### src/hw/rtl/sadsr_pkg.sv
package sadsr_pkg;

    localparam int LENGTH_BITS = 24;
    localparam int LEVEL_BITS  = 16;
    localparam int SHAPE_BITS  = 12;
    localparam int PHASE_BITS  = 17;
    localparam int MUL_BITS    = 32;

    localparam logic [LEVEL_BITS-1:0] FULL_LEVEL = 16'h8000;
    localparam logic [PHASE_BITS-1:0] ONE_Q16    = 17'h10000;

    // Stage codes
    localparam logic [2:0] ST_OFF     = 3'd0;
    localparam logic [2:0] ST_ATTACK  = 3'd1;
    localparam logic [2:0] ST_DECAY   = 3'd2;
    localparam logic [2:0] ST_SUSTAIN = 3'd3;
    localparam logic [2:0] ST_RELEASE = 3'd4;
    localparam logic [2:0] ST_END     = 3'd5;

    // Opcodes
    localparam logic OP_TICK  = 1'b0;
    localparam logic OP_ENTER = 1'b1;

    // Register indexes
    localparam logic [2:0] CFG_ATTACK_LEN  = 3'd0;
    localparam logic [2:0] CFG_DECAY_LEN   = 3'd1;
    localparam logic [2:0] CFG_RELEASE_LEN = 3'd2;
    localparam logic [2:0] CFG_END_LEN     = 3'd3;
    localparam logic [2:0] CFG_GLIDE_LEN   = 3'd4;
    localparam logic [2:0] CFG_LEVEL_WORDS = 3'd5;
    localparam logic [2:0] CFG_FLOOR_LEVEL = 3'd6;
    localparam logic [2:0] CFG_CURVE_SHAPE = 3'd7;

    typedef struct packed {
        logic [LENGTH_BITS-1:0] attack_len;
        logic [LENGTH_BITS-1:0] decay_len;
        logic [LENGTH_BITS-1:0] release_len;
        logic [LENGTH_BITS-1:0] end_len;
        logic [LENGTH_BITS-1:0] glide_len;
        logic [LEVEL_BITS-1:0]  attack_peak;
        logic [LEVEL_BITS-1:0]  decay_end;
        logic [LEVEL_BITS-1:0]  sustain_lvl;
        logic [LEVEL_BITS-1:0]  end_peak;
        logic [LEVEL_BITS-1:0]  floor_lvl;
        logic [SHAPE_BITS-1:0]  shape_attack;
        logic [SHAPE_BITS-1:0]  shape_decay;
        logic [SHAPE_BITS-1:0]  shape_sustain;
        logic [SHAPE_BITS-1:0]  shape_release;
        logic [SHAPE_BITS-1:0]  shape_end;
    } t_cfg;

    function automatic logic [LEVEL_BITS-1:0] clamp_level(input logic [LEVEL_BITS-1:0] v);
        return (v > FULL_LEVEL) ? FULL_LEVEL : v;
    endfunction

endpackage

### src/hw/rtl/sadsr_cfg.sv
module sadsr_cfg
    import sadsr_pkg::*;
(
    input  logic        i_clk,
    input  logic        i_rst_n,
    input  logic        i_cfg_valid,
    input  logic [2:0]  i_cfg_index,
    input  logic [63:0] i_cfg_data,
    output logic        o_cfg_ready,
    output t_cfg        o_cfg
);

    logic [LENGTH_BITS-1:0] r_attack_len, r_decay_len, r_release_len, r_end_len, r_glide_len;
    logic [63:0]            r_level_words;
    logic [15:0]            r_floor_level;
    logic [59:0]            r_curve_shapes;

    assign o_cfg_ready = 1'b1;

    always_ff @(posedge i_clk) begin
        if (!i_rst_n) begin
            r_attack_len   <= '0;
            r_decay_len    <= '0;
            r_release_len  <= '0;
            r_end_len      <= '0;
            r_glide_len    <= '0;
            r_level_words  <= '0;
            r_floor_level  <= '0;
            r_curve_shapes <= '0;
        end else if (i_cfg_valid) begin
            case (i_cfg_index)
                CFG_ATTACK_LEN:  r_attack_len   <= i_cfg_data[LENGTH_BITS-1:0];
                CFG_DECAY_LEN:   r_decay_len    <= i_cfg_data[LENGTH_BITS-1:0];
                CFG_RELEASE_LEN: r_release_len  <= i_cfg_data[LENGTH_BITS-1:0];
                CFG_END_LEN:     r_end_len      <= i_cfg_data[LENGTH_BITS-1:0];
                CFG_GLIDE_LEN:   r_glide_len    <= i_cfg_data[LENGTH_BITS-1:0];
                CFG_LEVEL_WORDS: r_level_words  <= i_cfg_data;
                CFG_FLOOR_LEVEL: r_floor_level  <= i_cfg_data[15:0];
                CFG_CURVE_SHAPE: r_curve_shapes <= i_cfg_data[59:0];
                default: ;
            endcase
        end
    end

    always_comb begin
        o_cfg.attack_len    = r_attack_len;
        o_cfg.decay_len     = r_decay_len;
        o_cfg.release_len   = r_release_len;
        o_cfg.end_len       = r_end_len;
        o_cfg.glide_len     = r_glide_len;
        o_cfg.attack_peak   = clamp_level(r_level_words[15:0]);
        o_cfg.decay_end     = clamp_level(r_level_words[31:16]);
        o_cfg.sustain_lvl   = clamp_level(r_level_words[47:32]);
        o_cfg.end_peak      = clamp_level(r_level_words[63:48]);
        o_cfg.floor_lvl     = clamp_level(r_floor_level);
        o_cfg.shape_attack  = r_curve_shapes[11:0];
        o_cfg.shape_decay   = r_curve_shapes[23:12];
        o_cfg.shape_sustain = r_curve_shapes[35:24];
        o_cfg.shape_release = r_curve_shapes[47:36];
        o_cfg.shape_end     = r_curve_shapes[59:48];
    end

endmodule

### src/hw/rtl/sadsr_mul.sv
module sadsr_mul
    import sadsr_pkg::*;
(
    input  logic                  i_clk,
    input  logic [MUL_BITS-1:0]   i_a,
    input  logic [MUL_BITS-1:0]   i_b,
    output logic [2*MUL_BITS-1:0] o_prod
);

    logic [2*MUL_BITS-1:0] r_prod;

    always_ff @(posedge i_clk) begin
        r_prod <= i_a * i_b;
    end

    assign o_prod = r_prod;

endmodule

### src/hw/rtl/shaped_adsr_envelope_generator.sv
// Six-stage envelope generator (off, attack, decay, sustain, release, end).
// Input channel (i_in_valid/o_in_ready) carries one item: opcode 0 is a sample
// tick, opcode 1 forces entry into i_target_stage (codes 6 and 7 are ignored).
// Every item gives exactly one output beat (o_out_valid/i_out_ready) with the
// level and stage after the item. Configuration writes (i_cfg_valid, index,
// 64-bit data) are taken every cycle and must only occur while the block idles.
// Multiplies and divides run on one registered 32x32 multiplier and a one-bit-per-cycle
// restoring divider, stepped by the sequencer; one item is in flight at a time.
// Work per item: an ignored command or an off tick goes straight to the output;
// a stage entry with a length above one adds the phase-step divide; a tick
// with zero phase or shape runs only the level multiply; a shaped tick runs
// the log squarings, a divide in attack (a multiply elsewhere), the power
// product unless the exponent reaches 17, and then the level multiply.
// After reset the block builds its 16-entry root table on the multiplier
// with o_in_ready low; config writes are still taken then.
// A finished result sits in the output register: the next item is accepted
// while it waits, and the sequencer holds its next result until the beat
// is taken.
module shaped_adsr_envelope_generator
    import sadsr_pkg::*;
(
    input  logic        i_clk,
    input  logic        i_rst_n,
    input  logic        i_in_valid,
    output logic        o_in_ready,
    input  logic        i_opcode,
    input  logic [2:0]  i_target_stage,
    output logic        o_out_valid,
    input  logic        i_out_ready,
    output logic [15:0] o_level,
    output logic [2:0]  o_stage,
    input  logic        i_cfg_valid,
    output logic        o_cfg_ready,
    input  logic [2:0]  i_cfg_index,
    input  logic [63:0] i_cfg_data
);

    localparam logic [3:0] S_INIT_SQ  = 4'd0;
    localparam logic [3:0] S_INIT_CMP = 4'd1;
    localparam logic [3:0] S_IDLE     = 4'd2;
    localparam logic [3:0] S_DIV      = 4'd3;
    localparam logic [3:0] S_WGT      = 4'd4;
    localparam logic [3:0] S_LOG_SQ   = 4'd5;
    localparam logic [3:0] S_LOG_ACC  = 4'd6;
    localparam logic [3:0] S_E_START  = 4'd7;
    localparam logic [3:0] S_E_ACC    = 4'd8;
    localparam logic [3:0] S_E_CHK    = 4'd9;
    localparam logic [3:0] S_POW_MUL  = 4'd10;
    localparam logic [3:0] S_POW_ACC  = 4'd11;
    localparam logic [3:0] S_LVL_MUL  = 4'd12;
    localparam logic [3:0] S_LVL_ACC  = 4'd13;
    localparam logic [3:0] S_DONE     = 4'd14;

    t_cfg cfg;

    sadsr_cfg u_cfg (
        .i_clk       (i_clk),
        .i_rst_n     (i_rst_n),
        .i_cfg_valid (i_cfg_valid),
        .i_cfg_index (i_cfg_index),
        .i_cfg_data  (i_cfg_data),
        .o_cfg_ready (o_cfg_ready),
        .o_cfg       (cfg)
    );

    logic [MUL_BITS-1:0]   mul_a, mul_b;
    logic [2*MUL_BITS-1:0] mul_prod;

    sadsr_mul u_mul (
        .i_clk  (i_clk),
        .i_a    (mul_a),
        .i_b    (mul_b),
        .o_prod (mul_prod)
    );

    // Control and envelope state
    logic [3:0]             r_state, n_state;
    logic [2:0]             r_stage, n_stage;
    logic [LENGTH_BITS-1:0] r_count, n_count;
    logic [LENGTH_BITS-1:0] r_limit, n_limit;
    logic [15:0]            r_level, n_level;
    logic [16:0]            r_phase, n_phase;
    logic [16:0]            r_step, n_step;
    logic [15:0]            r_seg_start, n_seg_start;
    logic [15:0]            r_seg_end, n_seg_end;
    logic                   r_tick, n_tick;
    logic                   r_out_valid, n_out_valid;
    logic [15:0]            r_out_level, n_out_level;
    logic [2:0]             r_out_stage, n_out_stage;
    // Working registers
    logic [30:0]            r_m, n_m;
    logic [15:0]            r_frac, n_frac;
    logic [4:0]             r_p, n_p;
    logic [4:0]             r_cnt, n_cnt;
    logic [11:0]            r_shape, n_shape;
    logic [28:0]            r_e, n_e;
    logic [30:0]            r_r, n_r;
    logic [3:0]             r_idx, n_idx;
    logic [16:0]            r_w, n_w;
    logic [28:0]            r_dvd, n_dvd;
    logic [23:0]            r_dvs, n_dvs;
    logic [23:0]            r_rem, n_rem;
    logic [28:0]            r_quo, n_quo;
    logic                   r_div_e, n_div_e;
    // Root table build
    logic [3:0]             r_k, n_k;
    logic [4:0]             r_bit, n_bit;
    logic [29:0]            r_root, n_root;
    logic [59:0]            r_v, n_v;
    logic [29:0]            r_ctab [16];

    logic                   ctab_we;
    logic [29:0]            init_trial, root_new;
    logic [2:0]             stage_next, ent_s;
    logic [LENGTH_BITS-1:0] e_limit, e_n;
    logic [15:0]            e_level, e_start, e_end;
    logic                   do_enter;
    logic [24:0]            div_trial;
    logic                   div_bit;
    logic [28:0]            quo_fin;
    logic [11:0]            cur_shape;
    logic [4:0]             msb;
    logic [31:0]            sq;
    logic [20:0]            lg;
    logic [30:0]            pow_src;
    logic [16:0]            pow_w;
    logic                   seg_up;
    logic [15:0]            seg_diff, delta;
    logic [17:0]            phase_sum;

    assign o_in_ready  = (r_state == S_IDLE);
    assign o_out_valid = r_out_valid;
    assign o_level     = r_out_level;
    assign o_stage     = r_out_stage;

    // Stage entry values
    always_comb begin
        stage_next = (r_stage >= ST_END) ? ST_OFF : r_stage + 3'd1;
        ent_s      = (i_opcode == OP_ENTER) ? i_target_stage : stage_next;
        e_limit    = '0;
        e_level    = r_level;
        e_start    = r_seg_start;
        e_end      = r_seg_end;
        case (ent_s)
            ST_ATTACK: begin
                e_limit = cfg.attack_len;
                e_level = cfg.floor_lvl;
                e_start = cfg.floor_lvl;
                e_end   = cfg.attack_peak;
            end
            ST_DECAY: begin
                e_limit = cfg.decay_len;
                e_level = cfg.attack_peak;
                e_start = cfg.attack_peak;
                e_end   = cfg.decay_end;
            end
            ST_SUSTAIN: begin
                e_level = cfg.decay_end;
                e_start = cfg.decay_end;
                e_end   = cfg.sustain_lvl;
            end
            ST_RELEASE: begin
                e_limit = cfg.release_len;
                e_start = r_level;
                e_end   = cfg.end_peak;
            end
            ST_END: begin
                e_limit = cfg.end_len;
                e_start = cfg.end_peak;
                e_end   = cfg.floor_lvl;
            end
            default: begin
                e_level = '0;
            end
        endcase
        e_n = (ent_s == ST_SUSTAIN) ? cfg.glide_len : e_limit;
    end

    always_comb begin
        case (r_stage)
            ST_ATTACK:  cur_shape = cfg.shape_attack;
            ST_DECAY:   cur_shape = cfg.shape_decay;
            ST_SUSTAIN: cur_shape = cfg.shape_sustain;
            ST_RELEASE: cur_shape = cfg.shape_release;
            ST_END:     cur_shape = cfg.shape_end;
            default:    cur_shape = '0;
        endcase
        msb = '0;
        for (int i = 0; i < 17; i++) begin
            if (r_phase[i]) begin
                msb = 5'(i);
            end
        end
    end

    always_comb begin
        n_state = r_state;     n_stage = r_stage;     n_count = r_count;
        n_limit = r_limit;     n_level = r_level;     n_phase = r_phase;
        n_step = r_step;       n_seg_start = r_seg_start;
        n_seg_end = r_seg_end; n_tick = r_tick;
        n_out_valid = r_out_valid; n_out_level = r_out_level;
        n_out_stage = r_out_stage;
        n_m = r_m;   n_frac = r_frac;   n_p = r_p;     n_cnt = r_cnt;
        n_shape = r_shape; n_e = r_e;   n_r = r_r;     n_idx = r_idx;
        n_w = r_w;   n_dvd = r_dvd;     n_dvs = r_dvs; n_rem = r_rem;
        n_quo = r_quo; n_div_e = r_div_e;
        n_k = r_k;   n_bit = r_bit;     n_root = r_root; n_v = r_v;
        mul_a = '0;
        mul_b = '0;
        ctab_we = 1'b0;
        do_enter = 1'b0;

        init_trial = r_root | (30'd1 << r_bit);
        root_new   = (mul_prod <= {4'd0, r_v}) ? init_trial : r_root;
        div_trial  = {r_rem, r_dvd[28]};
        div_bit    = (div_trial >= {1'b0, r_dvs});
        quo_fin    = {r_quo[27:0], div_bit};
        sq         = mul_prod[61:30];
        lg         = {5'd16 - r_p, 16'd0} - {5'd0, r_frac};
        pow_src    = (r_state == S_POW_ACC) ? mul_prod[60:30] : r_r;
        pow_w      = 17'(pow_src >> (5'd14 + r_e[20:16]));
        seg_up     = (r_seg_end >= r_seg_start);
        seg_diff   = seg_up ? (r_seg_end - r_seg_start) : (r_seg_start - r_seg_end);
        delta      = mul_prod[31:16];
        phase_sum  = {1'b0, r_phase} + {1'b0, r_step};

        // drop the output beat once taken
        if (r_out_valid && i_out_ready) begin
            n_out_valid = 1'b0;
        end

        case (r_state)
            S_INIT_SQ: begin
                mul_a   = 32'(init_trial);
                mul_b   = 32'(init_trial);
                n_state = S_INIT_CMP;
            end
            S_INIT_CMP: begin
                if (r_bit == 5'd0) begin
                    ctab_we = 1'b1;
                    n_v     = {root_new, 30'd0};
                    n_root  = '0;
                    n_bit   = 5'd29;
                    n_k     = r_k + 4'd1;
                    n_state = (r_k == 4'd15) ? S_IDLE : S_INIT_SQ;
                end else begin
                    n_root  = root_new;
                    n_bit   = r_bit - 5'd1;
                    n_state = S_INIT_SQ;
                end
            end
            S_IDLE: begin
                if (i_in_valid) begin
                    if (i_opcode == OP_ENTER) begin
                        do_enter = (i_target_stage <= ST_END);
                        n_tick   = 1'b0;
                        n_state  = S_DONE;
                    end else if (r_stage == ST_OFF) begin
                        n_state = S_DONE;
                    end else begin
                        n_tick   = 1'b1;
                        n_state  = S_WGT;
                        do_enter = (r_stage != ST_SUSTAIN) && (r_count == r_limit);
                    end
                    if (do_enter) begin
                        n_stage     = ent_s;
                        n_count     = '0;
                        n_phase     = '0;
                        n_limit     = e_limit;
                        n_level     = e_level;
                        n_seg_start = e_start;
                        n_seg_end   = e_end;
                        if (e_n > 24'd1) begin
                            n_dvd   = 29'd65536;
                            n_dvs   = e_n - 24'd1;
                            n_rem   = '0;
                            n_quo   = '0;
                            n_cnt   = '0;
                            n_div_e = 1'b0;
                            n_state = S_DIV;
                        end else begin
                            n_step = ONE_Q16;
                        end
                    end
                end
            end
            S_DIV: begin
                n_rem = div_bit ? 24'(div_trial - {1'b0, r_dvs}) : div_trial[23:0];
                n_quo = quo_fin;
                n_dvd = {r_dvd[27:0], 1'b0};
                n_cnt = r_cnt + 5'd1;
                if (r_cnt == 5'd28) begin
                    if (r_div_e) begin
                        n_e     = quo_fin;
                        n_state = S_E_CHK;
                    end else begin
                        n_step  = quo_fin[16:0];
                        n_state = r_tick ? S_WGT : S_DONE;
                    end
                end
            end
            S_WGT: begin
                if (r_stage == ST_OFF) begin
                    n_state = S_DONE;
                end else if (r_phase == '0 || cur_shape == '0) begin
                    n_w     = '0;
                    n_state = S_LVL_MUL;
                end else begin
                    n_shape = cur_shape;
                    n_p     = msb;
                    n_m     = 31'(r_phase) << (5'd30 - msb);
                    n_frac  = '0;
                    n_cnt   = '0;
                    n_state = S_LOG_SQ;
                end
            end
            S_LOG_SQ: begin
                mul_a   = {1'b0, r_m};
                mul_b   = {1'b0, r_m};
                n_state = S_LOG_ACC;
            end
            S_LOG_ACC: begin
                if (sq[31]) begin
                    n_m    = sq[31:1];
                    n_frac = {r_frac[14:0], 1'b1};
                end else begin
                    n_m    = sq[30:0];
                    n_frac = {r_frac[14:0], 1'b0};
                end
                n_cnt   = r_cnt + 5'd1;
                n_state = (r_cnt == 5'd15) ? S_E_START : S_LOG_SQ;
            end
            S_E_START: begin
                if (r_stage == ST_ATTACK) begin
                    // attack uses the inverse exponent
                    n_dvd   = {lg, 8'd0};
                    n_dvs   = 24'(r_shape);
                    n_rem   = '0;
                    n_quo   = '0;
                    n_cnt   = '0;
                    n_div_e = 1'b1;
                    n_state = S_DIV;
                end else begin
                    mul_a   = 32'(lg);
                    mul_b   = 32'(r_shape);
                    n_state = S_E_ACC;
                end
            end
            S_E_ACC: begin
                n_e     = 29'(mul_prod[32:8]);
                n_state = S_E_CHK;
            end
            S_E_CHK: begin
                if (r_e[28:16] >= 13'd17) begin
                    n_w     = '0;
                    n_state = S_LVL_MUL;
                end else begin
                    n_r     = 31'h4000_0000;
                    n_idx   = '0;
                    n_state = S_POW_MUL;
                end
            end
            S_POW_MUL: begin
                if (r_e[4'd15 - r_idx]) begin
                    mul_a   = {1'b0, r_r};
                    mul_b   = {2'b0, r_ctab[r_idx]};
                    n_state = S_POW_ACC;
                end else if (r_idx == 4'd15) begin
                    n_w     = pow_w;
                    n_state = S_LVL_MUL;
                end else begin
                    n_idx = r_idx + 4'd1;
                end
            end
            S_POW_ACC: begin
                n_r = pow_src;
                if (r_idx == 4'd15) begin
                    n_w     = pow_w;
                    n_state = S_LVL_MUL;
                end else begin
                    n_idx   = r_idx + 4'd1;
                    n_state = S_POW_MUL;
                end
            end
            S_LVL_MUL: begin
                mul_a   = 32'(seg_diff);
                mul_b   = 32'(r_w);
                n_state = S_LVL_ACC;
            end
            S_LVL_ACC: begin
                n_level = seg_up ? (r_seg_start + delta) : (r_seg_start - delta);
                n_phase = (phase_sum > 18'(ONE_Q16)) ? ONE_Q16 : phase_sum[16:0];
                if (r_stage != ST_SUSTAIN) begin
                    n_count = r_count + 24'd1;
                end
                n_state = S_DONE;
            end
            S_DONE: begin
                // hold until the output register is free
                if (!r_out_valid || i_out_ready) begin
                    n_out_valid = 1'b1;
                    n_out_level = r_level;
                    n_out_stage = r_stage;
                    n_state     = S_IDLE;
                end
            end
            default: begin
                n_state = S_IDLE;
            end
        endcase
    end

    always_ff @(posedge i_clk) begin
        if (!i_rst_n) begin
            r_state     <= S_INIT_SQ;
            r_stage     <= ST_OFF;
            r_count     <= '0;
            r_limit     <= '0;
            r_level     <= '0;
            r_phase     <= '0;
            r_step      <= '0;
            r_seg_start <= '0;
            r_seg_end   <= '0;
            r_tick      <= 1'b0;
            r_out_valid <= 1'b0;
            r_k         <= '0;
            r_bit       <= 5'd29;
            r_root      <= '0;
            r_v         <= 60'd1 << 59;
        end else begin
            r_state     <= n_state;
            r_stage     <= n_stage;
            r_count     <= n_count;
            r_limit     <= n_limit;
            r_level     <= n_level;
            r_phase     <= n_phase;
            r_step      <= n_step;
            r_seg_start <= n_seg_start;
            r_seg_end   <= n_seg_end;
            r_tick      <= n_tick;
            r_out_valid <= n_out_valid;
            r_k         <= n_k;
            r_bit       <= n_bit;
            r_root      <= n_root;
            r_v         <= n_v;
        end
    end

    always_ff @(posedge i_clk) begin
        r_out_level <= n_out_level;
        r_out_stage <= n_out_stage;
        r_m         <= n_m;
        r_frac      <= n_frac;
        r_p         <= n_p;
        r_cnt       <= n_cnt;
        r_shape     <= n_shape;
        r_e         <= n_e;
        r_r         <= n_r;
        r_idx       <= n_idx;
        r_w         <= n_w;
        r_dvd       <= n_dvd;
        r_dvs       <= n_dvs;
        r_rem       <= n_rem;
        r_quo       <= n_quo;
        r_div_e     <= n_div_e;
        if (ctab_we) begin
            r_ctab[r_k] <= root_new;
        end
    end

`ifndef SYNTHESIS
    a_stage_range: assert property (@(posedge i_clk) disable iff (!i_rst_n)
        r_stage <= ST_END)
        else $error("stage code out of range");

    a_level_range: assert property (@(posedge i_clk) disable iff (!i_rst_n)
        r_level <= FULL_LEVEL)
        else $error("level above full scale");

    a_phase_sat: assert property (@(posedge i_clk) disable iff (!i_rst_n)
        r_phase <= ONE_Q16)
        else $error("phase above one");

    a_busy_after_accept: assert property (@(posedge i_clk) disable iff (!i_rst_n)
        (i_in_valid && o_in_ready) |=> !o_in_ready)
        else $error("accepted a second item while busy");
`endif

endmodule
### config.mk
export PLATFORM = sky130hd
export DESIGN_NAME = shaped_adsr_envelope_generator
export DESIGN_NICKNAME = d
export VERILOG_FILES = /design/src/hw/rtl/sadsr_pkg.sv /design/src/hw/rtl/sadsr_cfg.sv /design/src/hw/rtl/sadsr_mul.sv /design/src/hw/rtl/shaped_adsr_envelope_generator.sv
export SDC_FILE = /design/constraint.sdc
export NUM_CORES = 2
export LEC_CHECK = 0
export ABC_AREA = 1
export BUFFER_PORTS_ARGS = -buffer_cell sky130_fd_sc_hd__buf_4
export CORE_ASPECT_RATIO = 1.75
export CORE_MARGIN = 1.5
export CORE_UTILIZATION = 40
export DETAILED_ROUTE_END_ITERATION = 6
export PLACE_DENSITY = 0.59
export SLEW_MARGIN = 30
export SYNTH_ARGS = -nofsm -noshare
export SYNTH_HDL_FRONTEND = slang
export SYNTH_SLANG_ARGS = --single-unit
### constraint.sdc
create_clock -name i_clk -period 16.1 [get_ports i_clk]
set_input_delay 0 -clock i_clk [delete_from_list [all_inputs] [get_ports i_clk]]
set_output_delay 0 -clock i_clk [all_outputs]
set_load 0.005 [all_outputs]
==> out/metrics.yaml <==
die_width_um: 368
tns_ns: 0
grt_pass1_vias: 81900
reg2reg_to: "u_mul.o_prod[29]"
drv_slew: 0
start_util: 0.402
yosysTopAreaCellShare: 0.240
area_growth_pct: 10.4
hp-start: "i_cfg_data[49]"
drive_above_1_share: 0.0609
required_ns: 16.77
root_buffer: "clkbuf_16"
r2r-start: "r_seg_start[3]"
slowest_delay_ns: 0.63
drt-initial-drc-count: 6669
cp_top_family: "adder cells"
path_clk_slew_ns: 0.07
cts_tree: "built"
layout.nets: 12300
yosysSeqAreaShare: 0.355
synth_flop_cell: "edfxtp_1"
drtAntennaViolNets: 0
worstSetupEndpointType: "flop"
arrival_ns: 12.01
p_leak_nw: 45.7
wl_per_cell_um: 26.3
max-slew-margin-rel: 0.214
worstSetupStartpoint: "r_seg_start[3]"
setup_viol: 0
finClkSkew_ns: 0.0778
overflow: 0
status: "finished clean"
fin_crit_ns: 11.34
avgSynthCellArea_um2: 8.47
cp_max_fo: 32
whs_path_depth: 4
hold_end: "u_cfg.r_curve_shapes[49]"
fin_crit_sh: 0.704
cp_common_cell: "inv_1"
ys_ff_latch: 1281
grt_max_degree: 117
reg2reg_depth: 42
ys_types: 79
worst-path-buf-inv: 14
cts_made_buffers: 138
synthCells: 11000
hold-worst-slack_ns: 0.0541
dp_slack_ns: 4.75
clock_path_buffers: 4
drc: 0
fmax_mhz: 88.2
cts_max_level: 4
fin_ws_ns: 4.76
antenna_found_initial: 17
dp_hpwl_um: 283000
coreArea_um2: 232000
die_y_um: 642
peakVddDrop_mv: 0.107
netlist.top_cell.by_area: "edfxtp_1"
place.gp.congestion: 1.03
vias_per_cell: 5.61
insertion_delay_ns: 0.84
port_buffers: 96
async_reset_ff_frac: 0
cap_violations: 0
syn_nets: 12300
wl_um: 374000
startpoint_type: "flop"
ios: 98
clkSinkCount: 1281
critPathKind: "flop to flop"
rows: 234
die_area_um2: 237000
synth_common_cells: "1869 x nand2_1, 1762 x inv_1, 1373 x nor2_1, 968 x o21ai_0, 842 x fa_1"
grt_pass1_wl_um: 538000
critPathSlowestCell: "inv_1"
tightest_slew_ns: 1.17
hold_class: "input port to flop"
grt_usage: 0.311
p_per_area_nw_per_um2: 90.5
num_vias: 79600
synth.most_common_cell: "nand2_1"
n_fill_cell: 22800
hold_violations: 0
r2r_slack_ns: 4.76
synth-edff-count: 747
yosys-top-cells-area: "edfxtp_1 24%, fa_1 18%, dfxtp_1 11%"
drt_first_pass_iters: 6
netlist_area_um2: 93400
yosysWarnings: 0
grt_setup_unrepaired: "no"
postCtsSetupBuffers: 0
==> worst min-delay path, stage by stage <==
cell and delay [ns]:
dlygate4sd3_1 0.52, buf_4 0.11, o21ai_0 0.08, a21oi_1 0.11
==> where the power goes <==
group	internal [mW]	total [mW]	switching, mW
combinational	0.572	2.31	1.74
clock	1.81	3.22	1.40
sequential	3.65	3.80	0.154
==> cell usage in the layout, fill, tap and decap left out, types with 25 or more instances in the layout <==
cell type,count
nor4_1,44
xor2_1,103
o211ai_1,55
nor2_1,1339
a211oi_1,42
nand2_1,1859
o221ai_1,83
dfxtp_1,529
edfxtp_1,747
a32oi_1,26
ha_1,399
o22ai_1,87
buf_4,275
nand2_2,25
nor2_2,27
clkbuf_16,143
clkinv_2,34
o21ai_0,958
fa_1,842
a21oi_1,548
xnor2_1,71
nor3_1,62
nor2_4,28
a31oi_1,69
inv_1,1758
dlygate4sd3_1,124
nand3_1,344
nand4_1,67
==> per-layer routing <==
layer	part of all wire	wire length (um)	global-route usage
met3	0.058	21500	0.0442
met5	0.000021	8	0
met2	0.50	187000	0.548
met1	0.32	119000	0.304
met4	0.12	46100	0.316
==> metrics by stage <==
| step | power (mW) | utilization | cell area (um^2) | instances |
|---|---|---|---|---|
| after CTS | 9.32 | 0.444 | 103000 | 14200 |
| after global routing | 9.62 | 0.444 | 103000 | 14200 |
| final | 9.33 | 0.444 | 103000 | 14200 |
| after detailed placement | 6.10 | 0.419 | 97400 | 13800 |
| after global placement | 6.07 | 0.419 | 97300 | 13800 |
| after floorplan | 5.11 | - | 93400 | 11000 |
==> state kept, by name (all words and copies together) (netlist names), 28 cells and up, named ones only <==
signal and flops:
r_ctab 480, r_e 29, r_m 31, r_quo 28, r_r 31, r_root 30, r_v 30, u_cfg.r_curve_shapes 60
u_cfg.r_level_words 64, u_mul.o_prod 62
==> worst max path at each step <==
stage / endpoint / slack, ns / depth (start not counted)
after global routing: u_mul.o_prod[33] / 4.38 / 45
after CTS: u_mul.o_prod[38] / 4.66 / 41
after detailed placement: u_mul.o_prod[38] / 4.75 / 41
after floorplan: u_mul.o_prod[33] / 7.38 / 44
final: u_mul.o_prod[29] / 4.76 / 42
after global placement: u_mul.o_prod[38] / 4.25 / 37
==> repair_timing <==
item | CTS | global route
resized for setup | 0 | 0
hold buffers | 124 | 0
endpoints found under the hold margin | 282 | 0
==> area by class of cell <==
class                           instances  area (um^2)  share of cell area
Multi-Input combinational cell       7384        51500               0.500
Clock inverter                         66          603             0.00585
Tap cell                             3068         3840              0.0372
Clock buffer                          172         3800              0.0368
Inverter                             1799         6760              0.0656
Timing Repair Buffer                  406         3400              0.0330
Antenna cell                            7         17.5            0.000170
Sequential cell                      1281        33100               0.321
==> cells by family after synthesis <==
family / count (synthesis) / synth area share
muxes: 21 / 0.00225
other: 1 / 0.0000401
and+or+nand+nor: 3890 / 0.171
adders and majority gates: 1241 / 0.234
xor gates and xnor gates: 175 / 0.0164
buffers and inverters: 2361 / 0.0973
AOI/OAI and AO/OA: 2056 / 0.125
DFF: 1281 / 0.355
No activity file was read; power rests on OpenSTA's default activity.
